<file path="config.mk">
export PLATFORM = sky130hd
export DESIGN_NAME = abkf_div
export DESIGN_NICKNAME = d
export VERILOG_FILES = /design/src/hdl/abkf_pkg.sv /design/src/hdl/abkf_div.sv
export SDC_FILE = /design/constraint.sdc
export NUM_CORES = 1
export LEC_CHECK = 0
export ABC_AREA = 0
export ABC_CLOCK_PERIOD_IN_PS = 21600
export BUFFER_PORTS_ARGS = -buffer_cell sky130_fd_sc_hd__buf_2
export CORE_AREA = 2 2 182 184
export DETAILED_ROUTE_END_ITERATION = 6
export DIE_AREA = 0 0 184 186
export GPL_TIMING_DRIVEN = 0
export PLACE_DENSITY = 0.78
export SLEW_MARGIN = 20
export SYNTH_ARGS = -nofsm -noshare
export SYNTH_HDL_FRONTEND = slang
export SYNTH_SLANG_ARGS = --single-unit
</file>
<file path="constraint.sdc">
create_clock -name clock -period 21.6 [get_ports clock]
set_clock_uncertainty 0.15 [all_clocks]
set_input_delay 2.16 -clock clock [delete_from_list [all_inputs] [get_ports clock]]
set_output_delay 2.16 -clock clock [all_outputs]
set_load 0.005 [all_outputs]
</file>
<file path="src/hdl/abkf_pkg.sv">
// Shared types, constants and saturation helpers for the angle/bias Kalman filter.
package abkf_pkg;

   localparam int COV_FRAC_BITS = 32;
   localparam int NOISE_UP      = COV_FRAC_BITS - 24;

   localparam logic [7:0] REG_TIME_STEP   = 8'd0;
   localparam logic [7:0] REG_ANGLE_NOISE = 8'd1;
   localparam logic [7:0] REG_BIAS_NOISE  = 8'd2;
   localparam logic [7:0] REG_MEAS_NOISE  = 8'd3;

   localparam logic [23:0] RST_TIME_STEP   = 24'd167772;
   localparam logic [23:0] RST_ANGLE_NOISE = 24'd16777;
   localparam logic [23:0] RST_BIAS_NOISE  = 24'd50332;
   localparam logic [23:0] RST_MEAS_NOISE  = 24'd503316;

   typedef struct packed {
      logic signed [31:0] measured_angle;
      logic signed [31:0] measured_rate;
   } req_type;

   typedef struct packed {
      logic signed [31:0] filtered_angle;
      logic signed [31:0] bias_estimate;
   } rsp_type;

   // divider handshake between sequencer and divider
   typedef struct packed {
      logic               start;
      logic signed [47:0] num;
      logic        [48:0] den;
   } div_req_type;

   typedef struct packed {
      logic               done;
      logic signed [31:0] quot;
   } div_rsp_type;

   function automatic logic signed [31:0] sat32(input logic signed [63:0] x);
      logic signed [31:0] r;
      if (x > 64'sh0000_0000_7FFF_FFFF) r = 32'sh7FFF_FFFF;
      else if (x < -64'sh0000_0000_8000_0000) r = 32'sh8000_0000;
      else r = x[31:0];
      return r;
   endfunction

   function automatic logic signed [47:0] sat48(input logic signed [63:0] x);
      logic signed [47:0] r;
      if (x > 64'sh0000_7FFF_FFFF_FFFF) r = 48'sh7FFF_FFFF_FFFF;
      else if (x < -64'sh0000_8000_0000_0000) r = 48'sh8000_0000_0000;
      else r = x[47:0];
      return r;
   endfunction

endpackage

</file>
<file path="src/hdl/abkf_div.sv">
// Restoring divider for the Q1.30 gains: one compare-subtract per cycle.
module abkf_div
   import abkf_pkg::*;
(
   input  logic        clock,
   input  logic        reset,
   input  div_req_type div_req,
   output div_rsp_type div_rsp
);

   typedef enum logic [3:0] {
      D_IDLE  = 4'b0001,
      D_CHECK = 4'b0010,
      D_ITER  = 4'b0100,
      D_DONE  = 4'b1000
   } dstate_type;

   dstate_type state_ff, state_in;
   logic [47:0] ua_ff, ua_in;
   logic [48:0] ub_ff, ub_in;
   logic [49:0] rem_ff, rem_in;
   logic [30:0] q_ff, q_in;
   logic [4:0]  cnt_ff, cnt_in;
   logic        neg_ff, neg_in;
   logic [49:0] rem2;

   assign rem2 = {rem_ff[48:0], 1'b0};

   always_comb begin
      state_in = state_ff;
      ua_in    = ua_ff;
      ub_in    = ub_ff;
      rem_in   = rem_ff;
      q_in     = q_ff;
      cnt_in   = cnt_ff;
      neg_in   = neg_ff;
      case (state_ff)
         D_IDLE: begin
            if (div_req.start) begin
               neg_in   = div_req.num[47];
               ua_in    = div_req.num[47] ? 48'(-div_req.num) : 48'(div_req.num);
               ub_in    = div_req.den;
               state_in = D_CHECK;
            end
         end
         D_CHECK: begin
            cnt_in = 5'd0;
            if ({2'b00, ua_ff} >= {ub_ff, 1'b0}) begin
               q_in     = 31'h7FFF_FFFF;
               state_in = D_DONE;
            end else if ({1'b0, ua_ff} >= ub_ff) begin
               q_in     = 31'd1;
               rem_in   = {2'b00, ua_ff} - {1'b0, ub_ff};
               state_in = D_ITER;
            end else begin
               q_in     = 31'd0;
               rem_in   = {2'b00, ua_ff};
               state_in = D_ITER;
            end
         end
         D_ITER: begin
            if (rem2 >= {1'b0, ub_ff}) begin
               rem_in = rem2 - {1'b0, ub_ff};
               q_in   = {q_ff[29:0], 1'b1};
            end else begin
               rem_in = rem2;
               q_in   = {q_ff[29:0], 1'b0};
            end
            cnt_in = cnt_ff + 5'd1;
            if (cnt_ff == 5'd29) state_in = D_DONE;
         end
         D_DONE: begin
            state_in = D_IDLE;
         end
         default: state_in = D_IDLE;
      endcase
   end

   always_ff @(posedge clock) begin
      if (reset) begin
         state_ff <= D_IDLE;
      end else begin
         state_ff <= state_in;
      end
      ua_ff  <= ua_in;
      ub_ff  <= ub_in;
      rem_ff <= rem_in;
      q_ff   <= q_in;
      cnt_ff <= cnt_in;
      neg_ff <= neg_in;
   end

   assign div_rsp.done = (state_ff == D_DONE);
   assign div_rsp.quot = neg_ff ? -$signed({1'b0, q_ff}) : $signed({1'b0, q_ff});

endmodule

</file>
==> metrics, run 1 <==
Worst EP required 19290 ps; vias per inst 6.20; crit-path max FO 5; maximum clock path buffer count 2; Cells after Synth 1784; worst hold path type reg -> reg; Final Hold Vio Count 0; routed via count 14700; top cell type's share of synthesized area 34.4%; Worst Setup Start Kind flop; number of routed nets with antenna violations 0; die width 184 um; Final min period 6410 ps; H-tree depth 4; Leak 7.18 nW; max incr delay on CP 600 ps; die area 0.0342 mm^2; status completed; total grt overflow 0; post-synthesis sequential area ratio between 30% and 40%; r2r setup slk 15930 ps; ys async rst share 0%; cts bufs inserted 17; Reg-to-Reg End rem_ff[44]$_DFFE_PP_; dominant cells by area after synthesis edfxtp_1, ha_1, xnor2_1; IO buf count roughly 130; All-Layer GR Usage 29.5%; die height about 190 um; vias in the first global route 14200; Power Dens Cells 63.7 mW/mm^2; Critical Path Stages 9; post-CTS setup repair buffer count 0; Mapped Area 0.0160 mm^2; Filler cells a little under 3000; Synth cell types 69; period utilisation layout 29.7%; Post-synth top flop edfxtp_1; worst path bufs/invs 1; Syn Nets 2034; crit-path most repeated cell or4_1; CP Cell Sequence or4_1 > or4_1 > or2_2 > or3_1 > or4_1 > o31ai_1 > nand2_1 > xor2_1 > buf_2; Reg2Reg Depth 12; WP data arrival ~4000 ps; fmax 156 MHz; Post-Layout Cell Count ~2400; Max Cap Viol 0; Final GP Congestion roughly 0.96; nets@finish 2197; CP endpoint kind output port; Row Count 66; Core Area approximately 0.032 mm^2; Yosys reg bits 187; Area Growth Syn to Fin 11.9%; drt drc 0; final wirelength 50.0 mm; Largest delay share family, worst path simple AND/OR/NAND/NOR gates; final instance area 0.0179 mm^2; reg2reg start ua_ff[13]$_DFFE_PP_; post_cts resized 0; largest net degree at the start of global routing 50; critical path's slowest cell or4_1; DRT iter0 DRCs about 1300; max-slew violations 0; Syn Area/Cell 8.95 um^2; first-pass GRT wire length ~77 mm; slew margin rel. 25.1%; DP Area 0.0173 mm^2; I/O Pins 133; Total Neg Setup Slack 0 ps; Power, Total 1.14 mW; CTS root buf clkbuf_16; CTS Sinks 187; RSZ-0062 raised after global routing no; layout cells sized above 1 10.5%; CTS tree done; # setup viols final 0; Max VDD drop 0.0612 mV; Warnings, synthesis 0; Worst Setup EP div_rsp[29]; Post-synth EDFFs 183; hold_buf cts 0; # diodes 0; Detailed Place HPWL slightly below 40 mm; post-synth top area cell edfxtp_1; Clk Latency, worst-skew pair around 470 ps; worst slew pin tran ~1100 ps; initial core utilization 49.6%; DP Cell Count around 2300; Worst Setup Path Type reg -> out; crit path from q_ff[10]$_DFFE_PP_; initial antenna violation count 1; 1st-pass router iterations 5; Routed WL per cell between 20 and 25 um; Worst-path clk slew 80 ps
metrics by stage:
| step | utilization, % | setup WS [ps] | hold slack, ps |
|---|---|---|---|
| 6_report | 55.5 | 15190 | 458 |
| 2_1_floorplan | - | 11870 | 355 |
| 4_1_cts | 55.5 | 15200 | 473 |
| 3_5_place_dp | 53.6 | 15530 | 471 |
| 5_1_grt | 55.5 | 14970 | 496 |
| 3_3_place_gp | 53.2 | 8580 | 390 |
synthesized netlist by cell type (all sizes together), types with 8 or more instances:
cell and instances:
o21a 18, a31oi 19, clkbuf 74, a21boi 8, xnor2 124, nand3 31, nor3 30, nand2b 21
nand4 34, nor2b 19, inv 97, and3 13, nor4 9, nor2 158, or2 10, a211oi 32
or3 28, o21ai 114, or4 12, mux2i 38, o31ai 31, and4 9, o211ai 13, nand2 122
ha 148, xor2 23, o21bai 19, a21o 57, o41ai 12, a21oi 187, edfxtp 183
worst min-delay path: cells and delay by family (launching register included):
family | cells | cell delay, ps
DFF | 1 | 380
and+or+nand+nor | 2 | 130
layout make-up:
type | count | area (um^2) | area share, %
Multi-Input combinational cell | 1420 | 9760 | 54.6
Clock inverter | 14 | 161 | 0.903
Clock buffer | 18 | 429 | 2.40
Tap cell | 408 | 510 | 2.86
Timing Repair Buffer | 144 | 762 | 4.27
Sequential cell | 187 | 5580 | 31.2
Inverter | 97 | 364 | 2.04
Buffer | 80 | 305 | 1.71
cells in the final DEF (no fill, tap or decap), types with 17 or more instances in the layout:
cell type	instances
a211oi_1	31
a21o_1	57
a21oi_1	187
a31oi_1	19
buf_2	133
clkbuf_1	75
clkbuf_16	17
edfxtp_1	183
ha_1	148
inv_1	97
mux2i_1	38
nand2_1	121
nand2b_1	21
nand3_1	31
nand4_1	34
nor2_1	158
nor2b_1	19
nor3_1	29
o21a_1	18
o21ai_0	111
o21bai_1	19
o31ai_1	30
or3_1	23
xnor2_1	124
xor2_1	23
flip-flops by register name, indices dropped and copies added (netlist names):
register  cells
cnt_ff        5
neg_ff        1
q_ff         31
rem_ff       49
state_ff      4
ua_ff        48
ub_ff        49
power breakdown:
part           total (mW)  switching, mW  internal [mW]
logic               0.366          0.223          0.143
clock network       0.332          0.158          0.174
registers           0.441         0.0145          0.427
total                1.14          0.396          0.743
routing by layer:
layer | vias up | wire, um | GRT usage (%)
li1 | 6978 | - | -
met1 | 7061 | 22100 | 38.8
met2 | 556 | 23300 | 49.4
met3 | 79 | 3000 | 4.13
met4 | 0 | 1560 | 11.0
met5 | - | 0 | 0
logic make-up (layout without fill, tap and decap cells):
kind of cell             count (synthesis)  in the layout  synth area share [%]
AO/OA/AOI/OAI                          572            572                  22.8
AND/OR/NAND/NOR                        512            512                  15.8
flip-flops                             187            187                  34.9
buffers and inverters                  177            353                  4.19
adder cells (fa/ha/maj)                150            150                  11.8
XOR/XNOR                               147            147                  8.06
multiplexers                            39             39                  2.45
worst min-delay path by stage:
stage,from,endpoint,slack [ps],depth (start not counted)
after floorplan,state_ff[3]$_SDFFE_PP0P_,state_ff[1]$_SDFFE_PP0P_,360,1
after global placement,state_ff[3]$_SDFFE_PP0P_,state_ff[1]$_SDFFE_PP0P_,390,1
after detailed placement,cnt_ff[4]$_SDFFCE_PN0P_,cnt_ff[4]$_SDFFCE_PN0P_,470,2
after CTS,q_ff[29]$_DFFE_PP_,q_ff[30]$_DFFE_PP_,470,2
after global routing,q_ff[29]$_DFFE_PP_,q_ff[30]$_DFFE_PP_,500,2
final,q_ff[29]$_DFFE_PP_,q_ff[30]$_DFFE_PP_,460,2
(Power assumes the default switching activity.)
==> run 2: changes to the inputs <==
--- a/config.mk
+++ b/config.mk
@@ -6,13 +6,13 @@
 export NUM_CORES = 1
 export LEC_CHECK = 0
 export ABC_AREA = 0
-export ABC_CLOCK_PERIOD_IN_PS = 21600
+export ABC_CLOCK_PERIOD_IN_PS = 5570
 export BUFFER_PORTS_ARGS = -buffer_cell sky130_fd_sc_hd__buf_2
 export CORE_AREA = 2 2 182 184
 export DETAILED_ROUTE_END_ITERATION = 6
 export DIE_AREA = 0 0 184 186
 export GPL_TIMING_DRIVEN = 0
-export PLACE_DENSITY = 0.78
+export PLACE_DENSITY = 0.81
 export SLEW_MARGIN = 20
 export SYNTH_ARGS = -nofsm -noshare
 export SYNTH_HDL_FRONTEND = slang
==> constraint.sdc (replaced) <==
create_clock -name clock -period 5.57 [get_ports clock]
set_clock_uncertainty 0.15 [all_clocks]
set_input_delay 0.557 -clock clock [delete_from_list [all_inputs] [get_ports clock]]
set_output_delay 0.557 -clock clock [all_outputs]
set_load 0.005 [all_outputs]
==> run 2 against run 1 <==
Global-route usage decreased by 0.83 points. Sequential share of layout area shrank 0.13 points. Worst hold slack worse by 340 ps. First-iteration DRC count is 7.8% higher. Sequential cell count is the same. Count of clock-buffer cells in the layout increased by 1.
==> metrics, run 2 (synthesis results as in run 1) <==
status completed; r2r setup slk about 180 ps; initial core utilization 49.6%; Area Growth Syn to Fin 12.3%; CTS Sinks 187; reg2reg start ua_ff[14]$_DFFE_PP_; die area ~0.034 mm^2; worst slew pin tran around 1000 ps; slack of the critical path 182 ps; Max Cap Viol 0; Psw 1.50 mW; final wirelength around 48 mm; critical path's slowest cell clkbuf_1; maximum clock path buffer count 2; CTS tree done; routed via count 14700; combinational power share 31.6%; DRT iter0 DRCs 1427; Routed WL per cell 20.5 um; Final Hold Vio Count 0; die height 186 um; Max VDD drop 0.234 mV; Power Dens Cells 249 mW/mm^2; max-slew violations 0; CP endpoint kind flop; slew margin rel. 33.0%; cts bufs inserted 17; CP Cell Sequence ha_1 > clkbuf_1 > and4_1 > nand4_1 > a211oi_1 > a2111oi_1 > clkdlybuf4s18_2 > o32a_1 > a21oi_1 > clkbuf_1 > clkbuf_2 > mux2i_1 > a22oi_1; nets@finish 2195; Hold Path Origin div_req[4]; IO buf count between 100 and 150; die width between 150 and 200 um; period utilisation layout a little over nine tenths; initial antenna violation count 3; WP data arrival 5400 ps; post-place setup slack 195 ps; total grt overflow 0; Clk network pwr share 30.1%; first-pass GRT wire length 75.6 mm; Largest delay share family, worst path buffers and inverters; Reg-to-Reg End rem_ff[44]$_DFFE_PP_; Reg2Reg Depth 13; commonest cells after routing, fill and taps aside a21oi_1, edfxtp_1, nor2_1; Final GP Congestion 0.953; Worst EP required 5580 ps; I/O Pins 133; DP Cell Count between 2000 and 2500; Top Registers rem_ff x49, ub_ff x49, ua_ff x48; Worst Setup Path Type reg -> reg; Detailed Place HPWL between 30 and 40 mm; Total Neg Setup Slack 0 ps; Worst Setup Start Kind flop; RSZ-0062 raised after global routing no; hold_buf cts 0; Row Count 66; hold_ws 116 ps; largest net degree at the start of global routing 50; vias per inst 6.20; CTS root buf clkbuf_16; number of routed nets with antenna violations 0; Power, Total 4.47 mW; fmax approximately 190 MHz; share of power burned in registers a little under two fifths; Core Area 0.0322 mm^2; # setup viols final 0; vias in the first global route ~14000; 1st-pass router iterations 6; crit-path max FO 10; Clk Latency, worst-skew pair approximately 460 ps; worst path bufs/invs 4; Switching Fraction between 30% and 40%; max incr delay on CP 660 ps; most common cell after layout, fill and taps aside a21oi_1; Post-Layout Cell Count 2366; All-Layer GR Usage 28.6%; layout cells sized above 1 10.5%; Internal between 2 and 3 mW; hold depth 1; worst hold path type in -> reg; H-tree depth 4; Leak a little over 7 nW; crit-path most repeated cell clkbuf_1; Hold Path End ub_ff[4]$_DFFE_PP_; drt drc 0; Worst-path clk slew 80 ps; Final min period 5390 ps
[run 2: changes by cell type in the layout (fill, tap and decap cells not counted), moves of 3 or more]
cell      previous run  this run
buf_8                0         8
buf_1                4         1
buf_4               10         1
clkbuf_2             0         4
inv_8                3         0
[run 2: power by group through the flow]
stage	sequential, mW	clock [mW]	combinational [mW]
6_report	1.71	1.35	1.41
5_1_grt	1.72	1.41	1.56
4_1_cts	1.71	1.36	1.39
3_5_place_dp	1.74	0	1.37
3_3_place_gp	1.75	0	1.32
2_1_floorplan	1.73	0	0.984
[run 2: area by class of cell]
cell class	instances	area, um^2
fillers	2886	14300
multi-input cells	1420	9760
flip-flops and latches	187	5580
repair buffers	142	802
well taps	408	510
clock buffers	19	433
inverters	97	364
plain buffers	80	310
clock inverters	12	186
diodes	1	2.50
[run 2: worst register-to-register path, delay by kind of cell (launching register included)]
kind,cells,cell delay [ps]
buffers and inverters,4,1790
AOI/OAI and AO/OA,5,1510
and+or+nand+nor,2,480
DFF,1,460
muxes,1,380
adders and majority gates,1,330
[run 2: how the worst max path moves through the flow]
stage	slack [ps]	endpoint	start	cells past startpoint
4_1_cts	120	rem_ff[44]$_DFFE_PP_	ua_ff[14]$_DFFE_PP_	13
3_3_place_gp	-1480	ub_ff[21]$_DFFE_PP_	div_req[97]	3
2_1_floorplan	440	neg_ff$_DFFE_PP_	div_req[97]	2
3_5_place_dp	190	rem_ff[44]$_DFFE_PP_	ua_ff[14]$_DFFE_PP_	13
6_report	180	rem_ff[44]$_DFFE_PP_	ua_ff[14]$_DFFE_PP_	13
5_1_grt	60	rem_ff[12]$_DFFE_PP_	ub_ff[2]$_DFFE_PP_	13
[run 2: metal layers]
metal | global-route usage [%] | part of all wire (%) | up-vias
met5 | 0 | 0.099 | -
met3 | 4.30 | 7.6 | 80
li1 | - | - | 6981
met4 | 11.0 | 3.0 | 2
met1 | 37.9 | 43 | 6964
met2 | 47.4 | 46 | 651
[run 2: repair_timing]
item / in CTS / in global routing
setup buffers: 0 / 0
gates resized for setup: 0 / 7
setup endpoints to repair: 0 / 26
[run 2: per-stage QoR]
step	util (%)	area, um^2
after floorplan	-	16000
after CTS	55.7	17900
after global placement	53.2	17100
after detailed placement	53.8	17300
final	55.7	17900
after global routing	55.7	17900
==> run 3: changes to the inputs <==
--- a/config.mk
+++ b/config.mk
@@ -9,11 +9,12 @@
 export ABC_CLOCK_PERIOD_IN_PS = 5570
 export BUFFER_PORTS_ARGS = -buffer_cell sky130_fd_sc_hd__buf_2
 export CORE_AREA = 2 2 182 184
+export CTS_CLUSTER_DIAMETER = 50
 export DETAILED_ROUTE_END_ITERATION = 6
 export DIE_AREA = 0 0 184 186
 export GPL_TIMING_DRIVEN = 0
+export MAX_ROUTING_LAYER = met4
 export PLACE_DENSITY = 0.81
-export SLEW_MARGIN = 20
 export SYNTH_ARGS = -nofsm -noshare
 export SYNTH_HDL_FRONTEND = slang
 export SYNTH_SLANG_ARGS = --single-unit
==> run 3 against run 2 <==
Largest cell class unchanged. Die area stayed put. Largest power group unchanged. Final cell count stayed put. Highest routed layer is now met4. Critical endpoint is now rem_ff[37]$_DFFE_PP_. Maximum frequency shrank 1.8%. Critical path type unchanged. Worst hold slack lost 14 ps.
==> metrics, run 3 (synthesis results as in run 1) <==
CTS Sinks 187; Routed WL per cell 20.8 um; fmax between 150 and 200 MHz; hold_buf cts 0; Max Cap Viol 0; worst path bufs/invs 4; Final GP Congestion 0.984; initial antenna violation count 1; most common cell after layout, fill and taps aside a21oi_1; number of routed nets with antenna violations 0; largest net degree at the start of global routing 29; Detailed Place HPWL about 38 mm; status completed; CP endpoint kind flop; Worst Setup Path Type reg -> reg; die area 0.0342 mm^2; Largest delay share family, worst path buffers and inverters; period utilisation layout about 98%; Leak 7.22 nW; maximum clock path buffer count 2; Area Growth Syn to Fin 12.6%; routed via count 14900; Worst EP required 5610 ps; first-pass GRT wire length 76.0 mm; CTS root buf clkbuf_16; commonest cells after routing, fill and taps aside a21oi_1, edfxtp_1, nor2_1; Core Area 0.0322 mm^2; Filler cells ~2900; die width 184 um; IO buf count 132; H-tree depth 4; critical path's slowest cell buf_1; # setup viols final 0; die height 186 um; layout cells sized above 1 10.3%; Worst Setup Start Kind flop; max incr delay on CP 750 ps; drt drc 0; Final Core Density 55.9%; CP Cell Sequence ha_1 > clkbuf_1 > and4_1 > nand4_1 > a211oi_1 > a2111oi_1 > clkdlybuf4s18_2 > o32a_1 > a21oi_1 > clkbuf_1 > buf_1 > mux2i_1 > a21oi_1; nets@finish around 2200; worst slew pin tran ~1100 ps; Max VDD drop 0.215 mV; vias per inst 6.28; Row Count 66; max-slew violations 0; initial core utilization 49.6%; All-Layer GR Usage 29.6%; WP data arrival 5530 ps; Worst-path clk slew 90 ps; 1st-pass router iterations 5; crit-path max FO 10; Final min period 5490 ps; Power Dens Cells 251 mW/mm^2; vias in the first global route around 14000; cts bufs inserted 17; CTS tree done; DRT iter0 DRCs 1339; worst hold path type in -> reg; I/O Pins 133; RSZ-0062 raised after global routing no; Total Neg Setup Slack 0 ps; total grt overflow 0; Top Registers rem_ff x49, ub_ff x49, ua_ff x48; slew margin rel. 28.5%; Clk Latency, worst-skew pair 470 ps; Final Hold Vio Count 0; final wirelength 49.3 mm
## run 3: stage by stage
stage	cell area, um^2	hold WS (ps)	power [mW]	worst slack [ps]	std cells
after floorplan	16000	372	2.71	436	1784
after global placement	17100	415	3.06	-1430	2324
after detailed placement	17300	462	3.12	175	2333
after CTS	18000	89.6	4.49	108	2365
after global routing	18000	93.6	4.72	25.2	2366
final	18000	102	4.51	84.8	2366
## run 3: area by class of cell
cell class,count,area [um^2],area share [%]
multi-input cells,1420,9750,54.2
flip-flops and latches,187,5580,31.0
repair buffers,141,833,4.63
well taps,408,510,2.84
clock buffers,21,460,2.56
inverters,97,364,2.02
plain buffers,80,307,1.70
clock inverters,11,181,1.01
diodes,1,2.50,0.0139
## run 3: final timing paths
path,endpoint,startpoint,slack (ps),cells past startpoint
max,rem_ff[37]$_DFFE_PP_,ua_ff[14]$_DFFE_PP_,80,13
min reg2reg,q_ff[7]$_DFFE_PP_,q_ff[6]$_DFFE_PP_,480,2
max reg2reg,rem_ff[37]$_DFFE_PP_,ua_ff[14]$_DFFE_PP_,80,13
min,ub_ff[5]$_DFFE_PP_,div_req[5],100,1
## run 3: power by group
| group | leakage (nW) | internal (mW) | switching [mW] |
|---|---|---|---|
| Clock | 0.307 | 0.785 | 0.596 |
| Combinational | 5.16 | 0.560 | 0.861 |
| Sequential | 1.75 | 1.65 | 0.0546 |
## run 3: routing by layer
| metal | vias up | wire length, um | track usage, % |
|---|---|---|---|
| li1 | 6981 | - | - |
| met1 | 7102 | 20500 | 37.3 |
| met2 | 682 | 22800 | 47.4 |
| met3 | 99 | 4040 | 4.48 |
| met4 | 0 | 1870 | 13.3 |
| met5 | - | 0 | - |
## run 3: repair_timing
| item | in CTS | in global routing |
|---|---|---|
| resized for setup | 0 | 2 |
| setup endpoints to repair | 0 | 10 |
| setup buffers | 0 | 0 |
